## src/hw/rtl/wsps_pkg.sv

```systemverilog
`default_nettype none
package wsps_pkg;

	// Width of the slot timing counter and of the timing registers.
	localparam int TICK_BITS = 16;
	localparam int BITS_PER_PIXEL = 24;
	localparam int POS_BITS = 5;
	localparam int COLOR_BITS = 8;
	localparam int CFG_IDX_BITS = 3;
	localparam int CFG_DATA_BITS = 16;

	typedef enum logic {
		REQ_TICK  = 1'b0,
		REQ_START = 1'b1
	} req_kind_t;

	typedef enum logic [CFG_IDX_BITS-1:0] {
		REG_ONE_HIGH   = 3'd0,
		REG_ZERO_HIGH  = 3'd1,
		REG_BIT_PERIOD = 3'd2,
		REG_BRIGHTNESS = 3'd3,
		REG_PIXEL_CNT  = 3'd4
	} reg_idx_t;

	localparam logic [TICK_BITS-1:0]  ONE_HIGH_RST   = 16'd59;
	localparam logic [TICK_BITS-1:0]  ZERO_HIGH_RST  = 16'd28;
	localparam logic [TICK_BITS-1:0]  BIT_PERIOD_RST = 16'd88;
	localparam logic [COLOR_BITS-1:0] BRIGHTNESS_RST = 8'd255;
	localparam logic [COLOR_BITS-1:0] PIXEL_CNT_RST  = 8'd1;

	typedef struct packed {
		logic [TICK_BITS-1:0]  one_high_ticks;
		logic [TICK_BITS-1:0]  zero_high_ticks;
		logic [TICK_BITS-1:0]  bit_period_ticks;
		logic [COLOR_BITS-1:0] brightness_scale;
		logic [COLOR_BITS-1:0] pixel_count;
	} cfg_t;

endpackage
`default_nettype wire

```

## src/hw/rtl/wsps_req_if.sv

```systemverilog
`default_nettype none
interface wsps_req_if;
	logic       valid;
	logic       ready;
	logic       req_type;
	logic [7:0] red;
	logic [7:0] green;
	logic [7:0] blue;

	modport source(output valid, output req_type, output red, output green, output blue,
		input ready);
	modport sink(input valid, input req_type, input red, input green, input blue,
		output ready);
endinterface
`default_nettype wire

```

## src/hw/rtl/wsps_res_if.sv

```systemverilog
`default_nettype none
interface wsps_res_if;
	logic valid;
	logic ready;
	logic line_level;
	logic busy_res;

	modport source(output valid, output line_level, output busy_res, input ready);
	modport sink(input valid, input line_level, input busy_res, output ready);
endinterface
`default_nettype wire

```

## src/hw/rtl/wsps_cfg_regs.sv

```systemverilog
`default_nettype none
module wsps_cfg_regs (
	input  wire logic                               clk,
	input  wire logic                               arst_n,
	input  wire logic                               cfg_we,
	input  wire logic [wsps_pkg::CFG_IDX_BITS-1:0]  cfg_idx,
	input  wire logic [wsps_pkg::CFG_DATA_BITS-1:0] cfg_data,
	output wsps_pkg::cfg_t                          cfg
);

	wsps_pkg::cfg_t cfg_q;

	always_ff @(posedge clk or negedge arst_n) begin
		if (!arst_n) begin
			cfg_q.one_high_ticks   <= wsps_pkg::ONE_HIGH_RST;
			cfg_q.zero_high_ticks  <= wsps_pkg::ZERO_HIGH_RST;
			cfg_q.bit_period_ticks <= wsps_pkg::BIT_PERIOD_RST;
			cfg_q.brightness_scale <= wsps_pkg::BRIGHTNESS_RST;
			cfg_q.pixel_count      <= wsps_pkg::PIXEL_CNT_RST;
		end else if (cfg_we) begin
			case (wsps_pkg::reg_idx_t'(cfg_idx))
				wsps_pkg::REG_ONE_HIGH: begin
					cfg_q.one_high_ticks <= cfg_data[wsps_pkg::TICK_BITS-1:0];
				end
				wsps_pkg::REG_ZERO_HIGH: begin
					cfg_q.zero_high_ticks <= cfg_data[wsps_pkg::TICK_BITS-1:0];
				end
				wsps_pkg::REG_BIT_PERIOD: begin
					cfg_q.bit_period_ticks <= cfg_data[wsps_pkg::TICK_BITS-1:0];
				end
				wsps_pkg::REG_BRIGHTNESS: begin
					cfg_q.brightness_scale <= cfg_data[wsps_pkg::COLOR_BITS-1:0];
				end
				wsps_pkg::REG_PIXEL_CNT: begin
					cfg_q.pixel_count <= cfg_data[wsps_pkg::COLOR_BITS-1:0];
				end
				default: begin
				end
			endcase
		end
	end

	assign cfg = cfg_q;

endmodule
`default_nettype wire

```

## src/hw/rtl/wsps_engine.sv

```systemverilog
`default_nettype none
module wsps_engine (
	input  wire logic                            clk,
	input  wire logic                            arst_n,
	input  wire wsps_pkg::cfg_t                  cfg,
	input  wire logic                            step,
	input  wire logic                            req_type,
	input  wire logic [wsps_pkg::COLOR_BITS-1:0] red,
	input  wire logic [wsps_pkg::COLOR_BITS-1:0] green,
	input  wire logic [wsps_pkg::COLOR_BITS-1:0] blue,
	output logic                                 line_level,
	output logic                                 busy_res
);

	localparam int TB = wsps_pkg::TICK_BITS;
	localparam int CB = wsps_pkg::COLOR_BITS;
	localparam int WB = wsps_pkg::BITS_PER_PIXEL;
	localparam int PB = wsps_pkg::POS_BITS;

	logic          sending_q;
	logic [TB-1:0] slot_elapsed_q;
	logic [PB-1:0] bit_position_q;
	logic [CB-1:0] pixels_done_q;
	logic [WB-1:0] grb_word_q;

	logic [2*CB-1:0] prod_r, prod_g, prod_b;
	logic [WB-1:0]   new_word;
	logic            load;
	logic            cur_bit;
	logic [TB-1:0]   cur_high;
	logic [TB-1:0]   new_high;
	logic [TB-1:0]   slot;
	logic            slot_end;
	logic            last_bit;
	logic [CB-1:0]   pixels_next;
	logic            cur_level;

	always_comb begin
		prod_r = {{CB{1'b0}}, red} * {{CB{1'b0}}, cfg.brightness_scale};
		prod_g = {{CB{1'b0}}, green} * {{CB{1'b0}}, cfg.brightness_scale};
		prod_b = {{CB{1'b0}}, blue} * {{CB{1'b0}}, cfg.brightness_scale};
		new_word = {prod_g[2*CB-1:CB], prod_r[2*CB-1:CB], prod_b[2*CB-1:CB]};
		load = (wsps_pkg::req_kind_t'(req_type) == wsps_pkg::REQ_START) && !sending_q
			&& (cfg.pixel_count != '0);

		cur_bit = grb_word_q[PB'(WB - 1) - bit_position_q];
		cur_high = cur_bit ? cfg.one_high_ticks : cfg.zero_high_ticks;
		new_high = new_word[WB-1] ? cfg.one_high_ticks : cfg.zero_high_ticks;
		cur_level = sending_q && (slot_elapsed_q < cur_high);

		// A slot lasts the longer of high time and period, and never less than one tick.
		slot = (cur_high > cfg.bit_period_ticks) ? cur_high : cfg.bit_period_ticks;
		if (slot == '0) begin
			slot = TB'(1);
		end
		slot_end = ({1'b0, slot_elapsed_q} + (TB+1)'(1)) >= {1'b0, slot};
		last_bit = bit_position_q == PB'(WB - 1);
		pixels_next = pixels_done_q + CB'(1);

		if (wsps_pkg::req_kind_t'(req_type) == wsps_pkg::REQ_START) begin
			if (load) begin
				line_level = new_high != '0;
				busy_res = 1'b1;
			end else begin
				line_level = cur_level;
				busy_res = sending_q;
			end
		end else begin
			line_level = cur_level;
			busy_res = sending_q;
		end
	end

	always_ff @(posedge clk or negedge arst_n) begin
		if (!arst_n) begin
			sending_q <= 1'b0;
			slot_elapsed_q <= '0;
			bit_position_q <= '0;
			pixels_done_q <= '0;
			grb_word_q <= '0;
		end else if (step) begin
			if (wsps_pkg::req_kind_t'(req_type) == wsps_pkg::REQ_START) begin
				if (load) begin
					grb_word_q <= new_word;
					sending_q <= 1'b1;
					slot_elapsed_q <= '0;
					bit_position_q <= '0;
					pixels_done_q <= '0;
				end
			end else if (sending_q) begin
				if (slot_end) begin
					slot_elapsed_q <= '0;
					if (last_bit) begin
						bit_position_q <= '0;
						// The live pixel count decides when the frame ends.
						if (pixels_next >= cfg.pixel_count) begin
							sending_q <= 1'b0;
							pixels_done_q <= '0;
						end else begin
							pixels_done_q <= pixels_next;
						end
					end else begin
						bit_position_q <= bit_position_q + PB'(1);
					end
				end else begin
					slot_elapsed_q <= slot_elapsed_q + TB'(1);
				end
			end
		end
	end

`ifndef SYNTHESIS
	a_pos_range: assert property (@(posedge clk) disable iff (!arst_n)
		bit_position_q < PB'(WB))
		else $error("bit position out of range");
	a_idle_clear: assert property (@(posedge clk) disable iff (!arst_n)
		!sending_q |-> (slot_elapsed_q == '0 && bit_position_q == '0 && pixels_done_q == '0))
		else $error("counters not cleared while idle");
	a_low_when_idle: assert property (@(posedge clk) disable iff (!arst_n)
		!busy_res |-> !line_level)
		else $error("line high while not busy");
	a_start_busy: assert property (@(posedge clk) disable iff (!arst_n)
		(step && load) |=> sending_q)
		else $error("start did not begin a frame");
`endif

endmodule
`default_nettype wire

```

## src/hw/rtl/ws2812_pixel_serializer.sv

```systemverilog
// WS2812 pixel serializer.
// The req channel carries words of req_type, red, green and blue. A tick word
// stands for one tick of line timing; a start word loads a new color, scaled
// by brightness_scale and reordered to GRB, that is then sent MSB first once
// per pixel for pixel_count pixels. A start word while busy is ignored.
// Every req word yields exactly one res word with line_level and busy_res.
// A word accepted into the input register has its result written to the output
// register when it advances. Throughput is one word per cycle while the receiver
// does not stall: the input register, the state update and the output register
// form a two-stage pipe with the logic (three 8x8 scale multiplies and a 17-bit
// slot compare) between them.
// When the receiver stalls, the result stays in the output register and one
// more word is held in the input register; req.ready then drops.
// Reset clears the frame state (idle, line low) and loads the timing
// registers with 59, 28 and 88 ticks, full brightness and one pixel.
// The user writes cfg_we/cfg_idx/cfg_data only while idle; it is unenforced.
`default_nettype none
module ws2812_pixel_serializer (
	input  wire logic                               clk,
	input  wire logic                               arst_n,
	wsps_req_if.sink                                req,
	wsps_res_if.source                              res,
	input  wire logic                               cfg_we,
	input  wire logic [wsps_pkg::CFG_IDX_BITS-1:0]  cfg_idx,
	input  wire logic [wsps_pkg::CFG_DATA_BITS-1:0] cfg_data
);

	localparam int CB = wsps_pkg::COLOR_BITS;

	wsps_pkg::cfg_t cfg;

	logic          valid_s1;
	logic          req_type_s1;
	logic [CB-1:0] red_s1, green_s1, blue_s1;
	logic          advance;
	logic          level, busy;
	logic          res_valid_q;
	logic          line_level_q, busy_q;

	wsps_cfg_regs u_cfg (
		.clk     (clk),
		.arst_n  (arst_n),
		.cfg_we  (cfg_we),
		.cfg_idx (cfg_idx),
		.cfg_data(cfg_data),
		.cfg     (cfg)
	);

	assign advance = valid_s1 && (!res_valid_q || res.ready);
	assign req.ready = !valid_s1 || advance;

	always_ff @(posedge clk or negedge arst_n) begin
		if (!arst_n) begin
			valid_s1 <= 1'b0;
		end else if (req.valid && req.ready) begin
			valid_s1 <= 1'b1;
		end else if (advance) begin
			valid_s1 <= 1'b0;
		end
	end

	always_ff @(posedge clk) begin
		if (req.valid && req.ready) begin
			req_type_s1 <= req.req_type;
			red_s1 <= req.red;
			green_s1 <= req.green;
			blue_s1 <= req.blue;
		end
	end

	wsps_engine u_engine (
		.clk       (clk),
		.arst_n    (arst_n),
		.cfg       (cfg),
		.step      (advance),
		.req_type  (req_type_s1),
		.red       (red_s1),
		.green     (green_s1),
		.blue      (blue_s1),
		.line_level(level),
		.busy_res  (busy)
	);

	always_ff @(posedge clk or negedge arst_n) begin
		if (!arst_n) begin
			res_valid_q <= 1'b0;
		end else if (advance) begin
			res_valid_q <= 1'b1;
		end else if (res.ready) begin
			res_valid_q <= 1'b0;
		end
	end

	always_ff @(posedge clk) begin
		if (advance) begin
			line_level_q <= level;
			busy_q <= busy;
		end
	end

	assign res.valid = res_valid_q;
	assign res.line_level = line_level_q;
	assign res.busy_res = busy_q;

endmodule
`default_nettype wire
```

## src/flat_wrapper.sv

```systemverilog
// flat-port wrapper written by rule: the top's interface ports become plain ports
module ws2812_pixel_serializer_flat 
  (clk, arst_n, cfg_we, cfg_idx, cfg_data, req_valid, req_req_type, req_red, req_green, req_blue, req_ready, res_valid, res_line_level, res_busy_res, res_ready);
  wsps_req_if req_i ();
  wsps_res_if res_i ();
  input  wire logic clk;
  input  wire logic arst_n;
  input  wire logic cfg_we;
  input  wire logic [wsps_pkg::CFG_IDX_BITS-1:0] cfg_idx;
  input  wire logic [wsps_pkg::CFG_DATA_BITS-1:0] cfg_data;
  input wire logic [$bits(req_i.valid)-1:0] req_valid;
  input wire logic [$bits(req_i.req_type)-1:0] req_req_type;
  input wire logic [$bits(req_i.red)-1:0] req_red;
  input wire logic [$bits(req_i.green)-1:0] req_green;
  input wire logic [$bits(req_i.blue)-1:0] req_blue;
  output wire logic [$bits(req_i.ready)-1:0] req_ready;
  output wire logic [$bits(res_i.valid)-1:0] res_valid;
  output wire logic [$bits(res_i.line_level)-1:0] res_line_level;
  output wire logic [$bits(res_i.busy_res)-1:0] res_busy_res;
  input wire logic [$bits(res_i.ready)-1:0] res_ready;
  assign req_i.valid = req_valid;
  assign req_i.req_type = req_req_type;
  assign req_i.red = req_red;
  assign req_i.green = req_green;
  assign req_i.blue = req_blue;
  assign req_ready = req_i.ready;
  assign res_valid = res_i.valid;
  assign res_line_level = res_i.line_level;
  assign res_busy_res = res_i.busy_res;
  assign res_i.ready = res_ready;
  ws2812_pixel_serializer u_core (.clk(clk), .arst_n(arst_n), .req(req_i), .res(res_i), .cfg_we(cfg_we), .cfg_idx(cfg_idx), .cfg_data(cfg_data));
endmodule
```

## config.mk

```make
export PLATFORM = sky130hd
export DESIGN_NAME = ws2812_pixel_serializer_flat
export DESIGN_NICKNAME = d
export VERILOG_FILES = /design/src/hw/rtl/wsps_pkg.sv /design/src/hw/rtl/wsps_req_if.sv /design/src/hw/rtl/wsps_res_if.sv /design/src/hw/rtl/wsps_cfg_regs.sv /design/src/hw/rtl/wsps_engine.sv /design/src/hw/rtl/ws2812_pixel_serializer.sv /design/src/flat_wrapper.sv
export SDC_FILE = /design/constraint.sdc
export NUM_CORES = 1
export LEC_CHECK = 0
export ABC_AREA = 1
export BUFFER_PORTS_ARGS = -buffer_cell sky130_fd_sc_hd__buf_2
export CAP_MARGIN = 40
export CORE_MARGIN = 5
export CORE_UTILIZATION = 69
export CTS_CLUSTER_DIAMETER = 200
export DETAILED_ROUTE_END_ITERATION = 8
export GPL_ROUTABILITY_DRIVEN = 1
export PLACE_DENSITY_LB_ADDON = 0.25
export REMOVE_ABC_BUFFERS = 1
export SLEW_MARGIN = 5
export SYNTH_ARGS = -nofsm -noshare
export SYNTH_HDL_FRONTEND = slang
export SYNTH_SLANG_ARGS = --single-unit
```

## constraint.sdc

```tcl
create_clock -name clk -period 10.67 [get_ports clk]
set_clock_uncertainty 0.2 [all_clocks]
set_input_delay 0 -clock clk [delete_from_list [all_inputs] [get_ports clk]]
set_output_delay 0 -clock clk [all_outputs]
set_load 0.05 [all_outputs]
```

-- After elaboration in Yosys (flattened, before gate mapping)
Index checks and enable logic that the tools add are counted.
- output and inout port bits: 4
- register bits after elaboration: 147
- bits of input ports: 49
- logic and storage cells: 99
- reduce and logical (&&, ||, !) cells: 28
- magnitude comparators: 5
- $mul: 3
- equal/unequal tests: 6
- muxes and demuxes: 34
- $add $sub $neg: 5
- operators with widths (operator ; count):
    two-way mux 16 bit ; 8
    multiplier 8 x 8 -> 16 bit ; 3
    two-way mux 8 bit ; 6
    two-way mux 5 bit ; 5
    adder 16 x 1 -> 17 bit (second input constant) ; 1
    >= comparator 17 x 16 -> 1 bit ; 1
    adder 16 x 1 -> 16 bit (second input constant) ; 1
    greater-than comparator 16 bit ; 1
    zero test 16 bit ; 1
    less-than comparator 16 bit ; 1
    nonzero test 16 bit ; 1
    two-way mux 1 bit ; 14
    AND reduction 2 bit ; 5
    nonzero test 2 bit ; 5
    adder 8 x 1 -> 8 bit (second input constant) ; 1
    >= comparator 8 bit ; 1
    nonzero test 8 bit ; 1
    == test 3 x 2 -> 1 bit (second input constant) ; 2
    less-than comparator 5 x 6 -> 1 bit (second input constant) ; 1
    AND reduction 3 bit ; 2
    adder 5 x 1 -> 5 bit (second input constant) ; 1
    binary-select mux 1 bit (select 5 bit) ; 1
    == test 5 bit (second input constant) ; 1
    logical AND 1 bit ; 5
    other kinds (9) ; 12

-- Longest topological paths before layout
Gate-level depths: netlist of run 1.
- depth after elaboration: 12
- depth in mapped cells: 40
- depth with buffers taken out: 36

-- Cells and area by module
A second synthesis of run 1 with hierarchy kept.
- cells, all modules: 1911
- area, all modules: 14684.1 um^2
- modules (own cells, without submodules) (module ; seq. area each (um^2) ; times used ; cells each ; area each (um^2)):
    wsps_engine ; 1351.3 ; 1 ; 1585 ; 11158.2
    wsps_cfg_regs ; 1626.6 ; 1 ; 287 ; 2620.0
    ws2812_pixel_serializer ; 860.8 ; 1 ; 39 ; 905.9

-- Least setup slack after synthesis of run 1
Ideal clock, no wire load.
- path kind: flip-flop to flip-flop
- start: register u_core.u_cfg.cfg_q, in the netlist u_core.u_cfg.cfg[15]
- end: register u_core.line_level_q, in the netlist u_core.res.line_level, data pin
- library setup time: 0.257 ns
- required time: 10.213 ns
- data arrival time: 4.454 ns
- period minus slack after synthesis: 4.911 ns
- cell stages (with the launch flop): 17
- buffers on the path: 2
- path slack: 5.759 ns
- cells stage by stage: dfstp_2 > clkbuf_1 > clkbuf_1 > nand2_1 > fa_1 > inv_1 > fa_1 > fa_1 > fa_1 > ha_1 > a21oi_1 > o21ai_0 > a211oi_1 > a21o_1 > nand2_1 > o211ai_1 > nand2_1
- longest elaborated chain between the ends: 5
- ends and longest elaborated chain (element ; line ; source):
    from (decl) ; wsps_cfg_regs.sv:11 ; wsps_pkg::cfg_t cfg_q;
    multiplier 8 x 8 -> 16 bit ; wsps_engine.sv:40 ; prod_g = {{CB{1'b0}}, green} * {{CB{1'b0}}, cfg.brightness_scale};
    two-way mux 16 bit ; wsps_engine.sv:48 ; new_high = new_word[WB-1] ? cfg.one_high_ticks : cfg.zero_high_ticks;
    nonzero test 16 bit ; wsps_engine.sv:62 ; line_level = new_high != '0;
    two-way mux 1 bit ; wsps_engine.sv:61 ; if (load) begin
    two-way mux 1 bit ; wsps_engine.sv:60 ; if (wsps_pkg::req_kind_t'(req_type) == wsps_pkg::REQ_START) begin
    named net u_core.level ; ws2812_pixel_serializer.sv:36 ; logic level, busy;
    to (signal assigned) ; ws2812_pixel_serializer.sv:96 ; line_level_q <= level;
    to (decl) ; ws2812_pixel_serializer.sv:38 ; logic line_level_q, busy_q;
The timed path passes the listed nets, and every way through them passes these cells.
A chain may end at the register's enable or synchronous reset.

-- Worst setup path after layout of run 1
- start: register u_core.u_engine.bit_position_q[0]
- end: register u_core.u_engine.pixels_done_q[4]
- longest elaborated chain between the ends: 11
- elaborated cells on any way between the ends: 13
- classes of those cells: add/sub: 1; order compare: 2; eq/ne: 1; mux: 5; reduce/logical: 4
- ends and longest elaborated chain (element ; line ; source):
    from (decl) ; wsps_engine.sv:22 ; logic [PB-1:0] bit_position_q;
    from (signal assigned) ; wsps_engine.sv:103 ; bit_position_q <= bit_position_q + PB'(1);
    subtractor 5 bit ; wsps_engine.sv:46 ; cur_bit = grb_word_q[PB'(WB - 1) - bit_position_q];
    binary-select mux 1 bit (select 5 bit) ; wsps_engine.sv:46 ;
    two-way mux 1 bit (not written as such) ; wsps_engine.sv:46 ;
    two-way mux 16 bit ; wsps_engine.sv:47 ; cur_high = cur_bit ? cfg.one_high_ticks : cfg.zero_high_ticks;
    greater-than comparator 16 bit ; wsps_engine.sv:52 ; slot = (cur_high > cfg.bit_period_ticks) ? cur_high : cfg.bit_period_ticks;
    two-way mux 16 bit ; wsps_engine.sv:52 ;
    zero test 16 bit ; wsps_engine.sv:53 ; if (slot == '0) begin
    two-way mux 16 bit ; wsps_engine.sv:53 ;
    >= comparator 17 x 16 -> 1 bit ; wsps_engine.sv:56 ; slot_end = ({1'b0, slot_elapsed_q} + (TB+1)'(1)) >= {1'b0, slot};
    nonzero test 2 bit (no source line) ; - ;
    AND reduction 5 bit (no source line) * ; - ;
    to (signal assigned) ; wsps_engine.sv:100 ; pixels_done_q <= pixels_next;
    to (decl) ; wsps_engine.sv:23 ; logic [CB-1:0] pixels_done_q;
Every way passes the cells marked *; elsewhere a longest branch is shown, timed or not. The select of a mux whose other input is x is not followed.

==> metrics.txt, run 1 <==
wire length per cell=15.9 µm; Crit Path Max Fanout=31; Cell variety after synth=53; Setup crit end kind=register; NumNets Final=2241; site row count=between 50 and 60; GR Layer Usage met1=0.401; initial drt markers=1043; Fmax=approximately 0.15 GHz; clk sink count=~150; largest cells by area after synthesis=dfrtp_1 (17%), fa_1 (15%), ha_1 (14%); Placer Congestion=0.924; first-pass GRT wire length=59700 µm; largest net degree at the start of global routing=61; drt drc=0; Most used DFF post-synth=dfrtp_1; grt total ovfl=0; Worst Tran Pin Value=roughly 0.75 ns; r2r worst-path depth=30; RSZ-0062 raised after global routing=false; maximum level of the CTS H-tree=4; Total GRT Usage=0.307; Pwr Total=0.00365 W; fin crit share=0.621; Slowest cell on crit path=dfrtp_1; synthesized area=approximately 0.014 mm²; Synth Area per Inst=a little under 8 µm²; Worst Setup SP=u_core.u_engine.bit_position_q[0]$_DFFE_PN0P_; Root Buffer Master=clkbuf_16; Ys Warns=0; initial core utilization=0.693; Gate power share=0.617; HPWL Detailed=around 25000 µm; outcome=finished clean; area growth from synthesis to layout=10.7%; cell taking the most area after synthesis=dfrtp_1; CP endpoint=u_core.u_engine.pixels_done_q[4]$_DFFE_PN0P_; headroom to the max-slew limit=0.497; Peak VDD IR=0.000184 V; sw frac=0.493; setup ws final=4.04 ns; Setup violations, final=0; Worst-Skew Late Latency=around 0.44 ns; Worst Hold Class=in -> reg; Reg-to-Reg End=u_core.u_engine.pixels_done_q[4]$_DFFE_PN0P_; FF+latch count, synth=about 150; Vias=around 12000; sequential power share=0.218; # hold bufs at CTS=55; reg-to-reg startpoint=u_core.u_engine.bit_position_q[0]$_DFFE_PN0P_; full die area=roughly 0.024 mm²; CTS resizes=0; Die Y=between 150 and 200 µm; Synth top cells by count=nand2_1 (491), inv_1 (420), ha_1 (158); Seq/Total Area, Yosys=0.266; initial antenna violation count=0; number of CTS-inserted buffers=17; Pre-Repair DR Iteration Count=5; Routed Antenna Nets=0; GRT Max-Usage Layer=met2; final setup TNS=0 ns; fill count=1497; Die Wd=155 µm; critical path start-end classification=reg -> reg; Clk pin slew, worst setup/hold paths=0.07 ns; Synth async-reset ratio=0.816; met3 Use GR=0.0476; Int Pwr=approximately 0.0019 W; io pins=53; vias in the first global route=12700; crit-path most repeated cell=nand2_1; Post-Syn Instances=roughly 1900; dpl cell area=between 0.01 and 0.015 mm²; port bufs=52; post-synth top area share=0.173; clock power share=0.164; worst-case clock buffer depth=2; Worst path depth=30; max incr delay on CP=approximately 0.69 ns; top-count cell post-synth=nand2_1; Crit path max-delay family=simple AND/OR/NAND/NOR gates; Antenna Cells=0; CP required=between 10 and 15 ns; GR Util met2=0.518; CTS tree=built; Slew Viols, Final=0; drt via density=roughly 5.6; startpoint types=register; core area=between 0.02 and 0.025 mm²; Place WS=4.20 ns; worst path bufs/invs=4; number of synthesized flops with an enable pin=27; layout cells sized above 1=0.0844; final hold vios=0; endpoint arrival time on the critical path=6.78 ns; WL final=about 35000 µm; leakage=8.98 nW; PD cells=229 mW/mm²; Worst R2R Setup Slack=4.04 ns; switching power=0.00180 W; min cycle time layout=6.63 ns; final instance area=0.0160 mm²; setup bufs post-CTS=0; Max Cap Viol=0
-- tightest hold or removal path, stage by stage --
cell and delay (ns):
buf_2 0.10, nand3_1 0.39, nand2_1 0.08, o21ai_0 0.06
-- cells in the final DEF, fill, tap and decap left out, types with 6 or more instances in the layout --
| cell type | instances |
|---|---|
| nand2_1 | 491 |
| inv_1 | 420 |
| ha_1 | 158 |
| o21ai_0 | 117 |
| fa_1 | 105 |
| dfrtp_1 | 100 |
| nand3_1 | 65 |
| nor2_1 | 56 |
| dlygate4sd3_1 | 54 |
| a21oi_1 | 53 |
| buf_2 | 51 |
| nand4_1 | 28 |
| edfxtp_1 | 27 |
| dfstp_2 | 20 |
| o21ai_1 | 17 |
| clkbuf_16 | 17 |
| xor2_1 | 15 |
| o21ai_2 | 14 |
| nor3_1 | 13 |
| xnor2_1 | 10 |
| nor4_1 | 9 |
| o22ai_2 | 9 |
| o21a_1 | 7 |
| a21o_1 | 6 |
-- stage by stage --
step / std cells / hold slack (ns) / utilization
after floorplan: 1796 / -0.496 / -
after CTS: 2217 / 0.00709 / 0.767
final: 2217 / 0.0354 / 0.767
after detailed placement: 2130 / -0.178 / 0.713
after global routing: 2217 / 0.0813 / 0.767
after global placement: 2125 / -0.186 / 0.707
-- registers in the layout, summed over array words and instances (netlist names), 5 cells and up --
register and flops:
u_core.u_cfg.cfg 64, u_core.u_engine.grb_word_q 24, u_core.u_engine.slot_elapsed_q 16, u_core.blue_s1 8, u_core.green_s1 8, u_core.red_s1 8
u_core.u_engine.pixels_done_q 8, u_core.u_engine.bit_position_q 5
-- how the worst min path moves through the flow --
stage	from	to	slack [ns]	cells after the start
2_1_floorplan	arst_n	u_core.res.valid$_DFFE_PN0P_	-0.50	0
6_report	cfg_we	u_core.u_cfg.cfg[6]$_DFFE_PN0P_	0.04	4
3_5_place_dp	arst_n	u_core.u_engine.grb_word_q[0]$_DFFE_PN0P_	-0.18	1
4_1_cts	cfg_we	u_core.u_cfg.cfg[0]$_DFFE_PN1P_	0.007	3
3_3_place_gp	arst_n	u_core.u_engine.grb_word_q[0]$_DFFE_PN0P_	-0.19	1
5_1_grt	cfg_we	u_core.u_cfg.cfg[6]$_DFFE_PN0P_	0.08	3
-- cell type report --
cell class              instances  area (µm²)  share of cell area
multi-input cells            1224        8670               0.543
flip-flops and latches        147        3840               0.240
inverters                     425        1600              0.0999
repair buffers                114         951              0.0595
clock buffers                  18         439              0.0275
well taps                     275         344              0.0215
clock inverters                14         140             0.00877
-- power groups by stage --
| stage | Clock [W] | Combinational, W | Sequential (W) |
|---|---|---|---|
| 2_1_floorplan | 0 | 0.00172 | 0.000746 |
| 3_3_place_gp | 0 | 0.00212 | 0.000798 |
| 3_5_place_dp | 0 | 0.00219 | 0.000801 |
| 4_1_cts | 0.000603 | 0.00225 | 0.000793 |
| 5_1_grt | 0.000629 | 0.00263 | 0.000809 |
| 6_report | 0.000600 | 0.00226 | 0.000799 |
-- layer usage --
metal | wire [µm] | part of all wire
met5 | 0 | 0
met4 | 1060 | 0.030
met3 | 2420 | 0.069
met2 | 17100 | 0.49
met1 | 14600 | 0.42
-- cell families (layout without fill, tap and decap cells) --
| logic type | count (synthesis) | count (layout) | synth area share |
|---|---|---|---|
| xor+xnor | 25 | 25 | 0.0152 |
| buf+inv | 497 | 571 | 0.133 |
| simple gates | 688 | 688 | 0.202 |
| compound gates | 248 | 248 | 0.101 |
| fa+ha+maj | 263 | 263 | 0.283 |
| flops | 147 | 147 | 0.266 |
Power figures use the tool's default switching activity.
==> inputs of run 2 (changes only) <==
Settings changed: CORE_UTILIZATION 69 to 58.
Clock period 10.67 ns to 5.4 ns, I/O delays scaled along.
==> metrics.txt, run 2 (same netlist as run 1, synthesis figures left out) <==
Int Pwr=0.00378 W (was 0.00185 W); headroom to the max-slew limit=0.431 (was 0.497); WL final=34900 µm (was 35200 µm); Slowest cell on crit path=dfstp_4 (was dfrtp_1); crit-path most repeated cell=fa_1 (was nand2_1); Total GRT Usage=0.255 (was 0.307); drt via density=5.35 (was 5.56); Peak VDD IR=0.000228 V (was 0.000184 V); grt total ovfl=0 (unchanged); drt drc=0 (unchanged); io pins=53 (unchanged); NumNets Final=2263 (was 2241); Antenna Cells=0 (unchanged); area growth from synthesis to layout=12.6% (was 10.7%); dpl cell area=0.0150 mm² (was 0.0148 mm²); core area=0.0244 mm² (was 0.0208 mm²); port bufs=52 (unchanged); Die Wd=168 µm (was 155 µm); site row count=57 (was 53); Pre-Repair DR Iteration Count=5 (unchanged); Crit Path Max Fanout=20 (was 31); switching power=0.00371 W (was 0.00180 W); vias in the first global route=12326 (was 12700); wire length per cell=15.3 µm (was 15.9 µm); Worst-Skew Late Latency=0.44 ns (about the same); commonest non-fill, non-tap cell in the layout=nand2_1 (unchanged); sequential power share=0.206 (was 0.218); ordered cell list for the critical path=nand2_1 > fa_1 > inv_1 > fa_1 > fa_1 > fa_1 > ha_1 > a21oi_1 > o21ai_0 > a211oi_1 > nand3_1 > nand2_1 > nand3_1 > o211ai_1 > nand2_1; Slew Viols, Final=0 (unchanged); largest net degree at the start of global routing=66 (was 61); sw frac=0.495 (was 0.493); CP required=5.38 ns (was 10.82 ns); Pwr Total=0.00749 W (was 0.00365 W); layout cells sized above 1=0.0978 (was 0.0844); leakage=9.10 nW (was 8.98 nW); maximum level of the CTS H-tree=4 (unchanged); Worst R2R Setup Slack=0.24 ns (was 4.04 ns); endpoint arrival time on the critical path=5.14 ns (was 6.78 ns); max incr delay on CP=0.77 ns (was 0.69 ns); initial core utilization=0.592 (was 0.693); Placer Congestion=0.949 (was 0.924); min cycle time layout=5.16 ns (was 6.63 ns); full die area=0.0281 mm² (was 0.0239 mm²); Fmax=0.194 GHz (was 0.151 GHz); first-pass GRT wire length=59200 µm (was 59700 µm); number of CTS-inserted buffers=17 (unchanged); Setup crit end kind=register (unchanged); Hold WS=0.0774 ns (was 0.0354 ns); Max Cap Viol=0 (unchanged); Die Y=168 µm (was 155 µm); Setup violations, final=0 (unchanged); Routed Antenna Nets=0 (unchanged); final hold vios=0 (unchanged); most frequent cells in the layout=nand2_1 (490), inv_1 (419), ha_1 (158) (was nand2_1 (491), inv_1 (420), ha_1 (158)); Gate power share=0.628 (was 0.617); Worst Tran Pin Value=0.853 ns (was 0.753 ns); Root Buffer Master=clkbuf_16 (unchanged); final instance area=0.0162 mm² (was 0.0160 mm²); fin crit share=0.955 (was 0.621); final setup TNS=0 ns (unchanged); Vias=12238 (was 12332); HPWL Detailed=26200 µm (was 24900 µm); PD cells=461 mW/mm² (was 229 mW/mm²); outcome=finished clean (unchanged); initial antenna violation count=0 (unchanged); initial drt markers=963 (was 1043); startpoint types=register (unchanged); max reg flops=64 (unchanged); clock power share=0.166 (was 0.164); CTS tree=built (unchanged); Clk pin slew, worst setup/hold paths=0.07 ns (about the same); critical path start-end classification=reg -> reg (unchanged); worst-case clock buffer depth=2 (unchanged); Worst Hold Class=in -> reg (unchanged); clk sink count=147 (unchanged)
-- run 2: changes by cell type in the layout (fill, tap and decap cells not counted), moves of 3 or more --
cell | previous run | this run
clkinv_8 | 0 | 5
dfstp_4 | 0 | 4
inv_8 | 2 | 5
dfstp_2 | 20 | 16
buf_4 | 3 | 23
-- run 2: area by class of cell --
| cell class | count | area, µm² |
|---|---|---|
| fill | 2013 | 8140 |
| tap | 324 | 405 |
| sequential | 147 | 3860 |
| timing repair buffer | 136 | 1080 |
| inverter | 425 | 1600 |
| clock buffer | 17 | 425 |
| clock inverter | 15 | 186 |
| multi-input combinational | 1224 | 8700 |
-- run 2: stage by stage --
stage | utilization | std cells | worst slack [ns]
2_1_floorplan | - | 1796 | 0.0874
3_3_place_gp | 0.611 | 2190 | 0.275
3_5_place_dp | 0.614 | 2194 | 0.161
4_1_cts | 0.662 | 2281 | 0.141
5_1_grt | 0.666 | 2288 | -0.0522
6_report | 0.666 | 2288 | 0.243
-- run 2: power groups by stage --
stage | Combinational (W) | Clock [W] | Sequential (W)
global route | 0.00543 | 0.00131 | 0.00156
detailed placement | 0.00451 | 0 | 0.00155
finish | 0.00471 | 0.00124 | 0.00154
global placement | 0.00436 | 0 | 0.00154
CTS | 0.00459 | 0.00126 | 0.00153
floorplan | 0.00340 | 0 | 0.00147
-- run 2: metal layers --
| layer | track usage | wire (µm) |
|---|---|---|
| met5 | 0 | 0 |
| met1 | 0.357 | 16100 |
| met4 | 0.0688 | 656 |
| met3 | 0.0302 | 1610 |
| met2 | 0.422 | 16500 |
-- run 2: repair_timing --
action,in CTS,in global routing
hold endpoints to repair,151,0
hold buffers,55,0
setup endpoints to repair,0,30
resized for setup,0,20
setup buffers,0,7
-- run 2: critical path, delay by kind of cell, from the launching register on --
family,cells,cell delay [ns]
fa+ha+maj,5,2.49
simple gates,5,0.55
compound gates,4,0.83
buf+inv,1,0.06
flops,1,0.77
-- run 2: path summary, 6_finish.rpt --
check,from,endpoint,cells past startpoint
worst max-delay path,u_core.u_cfg.cfg[15]$_DFFE_PN1P_,u_core.res.line_level$_DFFE_PP_,15
worst max register to register,u_core.u_cfg.cfg[15]$_DFFE_PN1P_,u_core.res.line_level$_DFFE_PP_,15
max in group asynchronous,arst_n,u_core.res.valid$_DFFE_PN0P_,4
worst min register to register,u_core.u_cfg.cfg[6]$_DFFE_PN0P_,u_core.u_cfg.cfg[6]$_DFFE_PN0P_,2
worst min-delay path,req_green[1],u_core.green_s1[1]$_DFFE_PP_,2
min in group asynchronous,arst_n,u_core.u_engine.slot_elapsed_q[7]$_DFFE_PN0P_,3
==> inputs of run 3 (changes only) <==
Settings changed: SYNTH_HIERARCHICAL from default to 1.
==> metrics.txt, run 3 <==
outcome=finished clean (unchanged); clk sink count=147 (unchanged); Slew Viols, Final=0 (unchanged); Pwr Total=0.00804 W (was 0.00749 W); post-synth top area share=0.170 (was 0.173); final instance area=0.0170 mm² (was 0.0162 mm²); WL final=39100 µm (was 34900 µm); Worst-Skew Late Latency=0.44 ns (about the same); Worst Tran Pin Value=0.864 ns (was 0.853 ns); Max Cap Viol=0 (unchanged); grt total ovfl=0 (unchanged); Slowest cell on crit path=dfrtp_2 (was dfstp_4); first-pass GRT wire length=62300 µm (was 59200 µm); Routed Antenna Nets=0 (unchanged); Synth async-reset ratio=0.816 (unchanged); CTS tree=built (unchanged); Root Buffer Master=clkbuf_16 (unchanged); initial antenna violation count=1 (was 0); Hold WS=0.0241 ns (was 0.0774 ns); worst-case clock buffer depth=2 (unchanged); vias in the first global route=12780 (was 12326); startpoint types=register (unchanged); Die Y=169 µm (was 168 µm); io pins=53 (unchanged); synthesized area=0.0147 mm² (was 0.0144 mm²); max reg flops=64 (unchanged); full die area=0.0286 mm² (was 0.0281 mm²); FF+latch count, synth=147 (unchanged); critical path start-end classification=reg -> reg (unchanged); fill count=2006 (was 2013); Placer Congestion=0.978 (was 0.949); top-count cell post-synth=nand2_1 (unchanged); cell taking the most area after synthesis=dfrtp_1 (unchanged); min cycle time layout=5.32 ns (was 5.16 ns); Pre-Repair DR Iteration Count=6 (was 5); drt drc=0 (unchanged); most frequent cells in the layout=nand2_1 (585), inv_1 (401), ha_1 (156) (was nand2_1 (490), inv_1 (419), ha_1 (158)); leakage=9.70 nW (was 9.10 nW); dpl cell area=0.0153 mm² (was 0.0150 mm²); Worst Hold Class=in -> async (was in -> reg); r2r worst-path depth=30 (was 15); NumNets Final=2336 (was 2263); Cell variety after synth=57 (was 53); commonest non-fill, non-tap cell in the layout=nand2_1 (unchanged); maximum level of the CTS H-tree=4 (unchanged); Peak VDD IR=0.000250 V (was 0.000228 V); Multi-input gate area=0.00917 mm² (was 0.00870 mm²); final hold vios=0 (unchanged); initial core utilization=0.587 (was 0.592); Die Wd=169 µm (was 168 µm); HPWL Detailed=27400 µm (was 26200 µm); headroom to the max-slew limit=0.424 (was 0.431); Setup crit end kind=register (unchanged); largest cells by area after synthesis=dfrtp_1 (17%), nand2_1 (15%), fa_1 (14%) (was dfrtp_1 (17%), fa_1 (15%), ha_1 (14%)); Seq/Total Area, Yosys=0.261 (was 0.266); Most used DFF post-synth=dfrtp_1 (unchanged); number of CTS-inserted buffers=17 (unchanged); Reg-to-Reg End=u_core/u_engine/slot_elapsed_q[10]$_DFFE_PN0P_ (was u_core.res.line_level$_DFFE_PP_); Total GRT Usage=0.269 (was 0.255); largest net degree at the start of global routing=65 (was 66); fin crit share=0.985 (was 0.955); drt via density=5.45 (was 5.35); CP required=5.56 ns (was 5.38 ns); Synth Area per Inst=7.68 µm² (was 7.72 µm²); port bufs=52 (unchanged); Vias=12916 (was 12238); site row count=58 (was 57); crit-path most repeated cell=nand2_1 (was fa_1); Synth top cells by count=nand2_1 (587), inv_1 (402), ha_1 (158) (was nand2_1 (491), inv_1 (420), ha_1 (158)); layout cells sized above 1=0.120 (was 0.0978); Crit Path Max Fanout=8 (was 20); initial drt markers=1065 (was 963); Worst R2R Setup Slack=0.08 ns (was 0.24 ns); number of synthesized flops with an enable pin=27 (unchanged); Setup violations, final=0 (unchanged); max incr delay on CP=0.45 ns (was 0.77 ns); reg-to-reg startpoint=u_core/u_engine/bit_position_q[0]$_DFFE_PN0P_ (was u_core.u_cfg.cfg[15]$_DFFE_PN1P_); PD cells=473 mW/mm² (was 461 mW/mm²); wire length per cell=16.5 µm (was 15.3 µm); Ys Warns=6 (was 0); endpoint arrival time on the critical path=5.48 ns (was 5.14 ns); core area=0.0250 mm² (was 0.0244 mm²); Clk pin slew, worst setup/hold paths=0.07 ns (about the same); Fmax=0.188 GHz (was 0.194 GHz); flip-flop and latch area=0.00384 mm² (was 0.00386 mm²); area growth from synthesis to layout=15.7% (was 12.6%); Post-Syn Instances=1911 (was 1868)
## run 3: how the worst max path moves through the flow
stage | depth (start not counted) | endpoint | start
6_report | 30 | u_core/u_engine/slot_elapsed_q[10]$_DFFE_PN0P_ | u_core/u_engine/bit_position_q[0]$_DFFE_PN0P_
5_1_grt | 33 | u_core/u_engine/pixels_done_q[1]$_DFFE_PN0P_ | u_core/u_engine/bit_position_q[0]$_DFFE_PN0P_
4_1_cts | 32 | u_core/u_engine/slot_elapsed_q[9]$_DFFE_PN0P_ | u_core/u_engine/bit_position_q[0]$_DFFE_PN0P_
3_5_place_dp | 30 | u_core/u_engine/slot_elapsed_q[8]$_DFFE_PN0P_ | u_core/u_engine/bit_position_q[0]$_DFFE_PN0P_
3_3_place_gp | 24 | u_core/res.line_level$_DFFE_PP_ | u_core/u_cfg/cfg[11]$_DFFE_PN1P_
2_1_floorplan | 33 | u_core/u_engine/pixels_done_q[0]$_DFFE_PN0P_ | u_core/u_engine/bit_position_q[0]$_DFFE_PN0P_
## run 3: critical path: cells and delay by family (launching register included)
family / cells / cell delay (ns)
fa+ha+maj: 2 / 0.64
flops: 1 / 0.45
buf+inv: 7 / 1.02
compound gates: 10 / 1.77
simple gates: 11 / 1.15
## run 3: final cells by class
class                           instances  share of cell area
Inverter                              408              0.0907
Timing Repair Buffer                  163              0.0829
Clock buffer                           17              0.0250
Tap cell                              330              0.0243
Multi-Input combinational cell       1287               0.540
Clock inverter                         15              0.0108
Sequential cell                       147               0.226
Antenna cell                            1            0.000147
## run 3: timing repair
action / CTS / global route
setup endpoints to repair: 0 / 35
resized for setup: 0 / 65
endpoints found under the hold margin: 163 / 0
setup buffers: 0 / 20
hold buffers: 61 / 0
## run 3: layer usage
| layer | part of all wire | track usage | wire length, µm |
|---|---|---|---|
| met1 | 0.43 | 0.373 | 16700 |
| met2 | 0.47 | 0.434 | 18200 |
| met3 | 0.067 | 0.0369 | 2630 |
| met4 | 0.040 | 0.103 | 1550 |
| met5 | 0 | 0 | 0 |
## run 3: report_power, final
group / switching (W) / internal (W)
registers: 0.000231 / 0.00136
logic: 0.00315 / 0.00207
clock network: 0.000588 / 0.000629
## run 3: logic make-up (layout without fill, tap and decap cells)
family | after synthesis | after routing | synth area share
buffers and inverters | 477 | 603 | 0.130
AND/OR/NAND/NOR | 830 | 830 | 0.240
flip-flops | 147 | 147 | 0.261
other | 0 | 1 | 0
AO/OA/AOI/OAI | 165 | 165 | 0.0738
adder cells (fa/ha/maj) | 263 | 263 | 0.278
XOR/XNOR | 29 | 29 | 0.0173
## run 3: per-stage QoR
step,worst slack [ns],utilization,instances,TNS (ns)
CTS,0.0295,0.658,2342,0
floorplan,0.133,-,1842,0
global placement,0.176,0.607,2247,0
global route,-0.218,0.679,2368,-5.19
detailed placement,0.0455,0.609,2249,0
finish,0.0786,0.679,2368,0
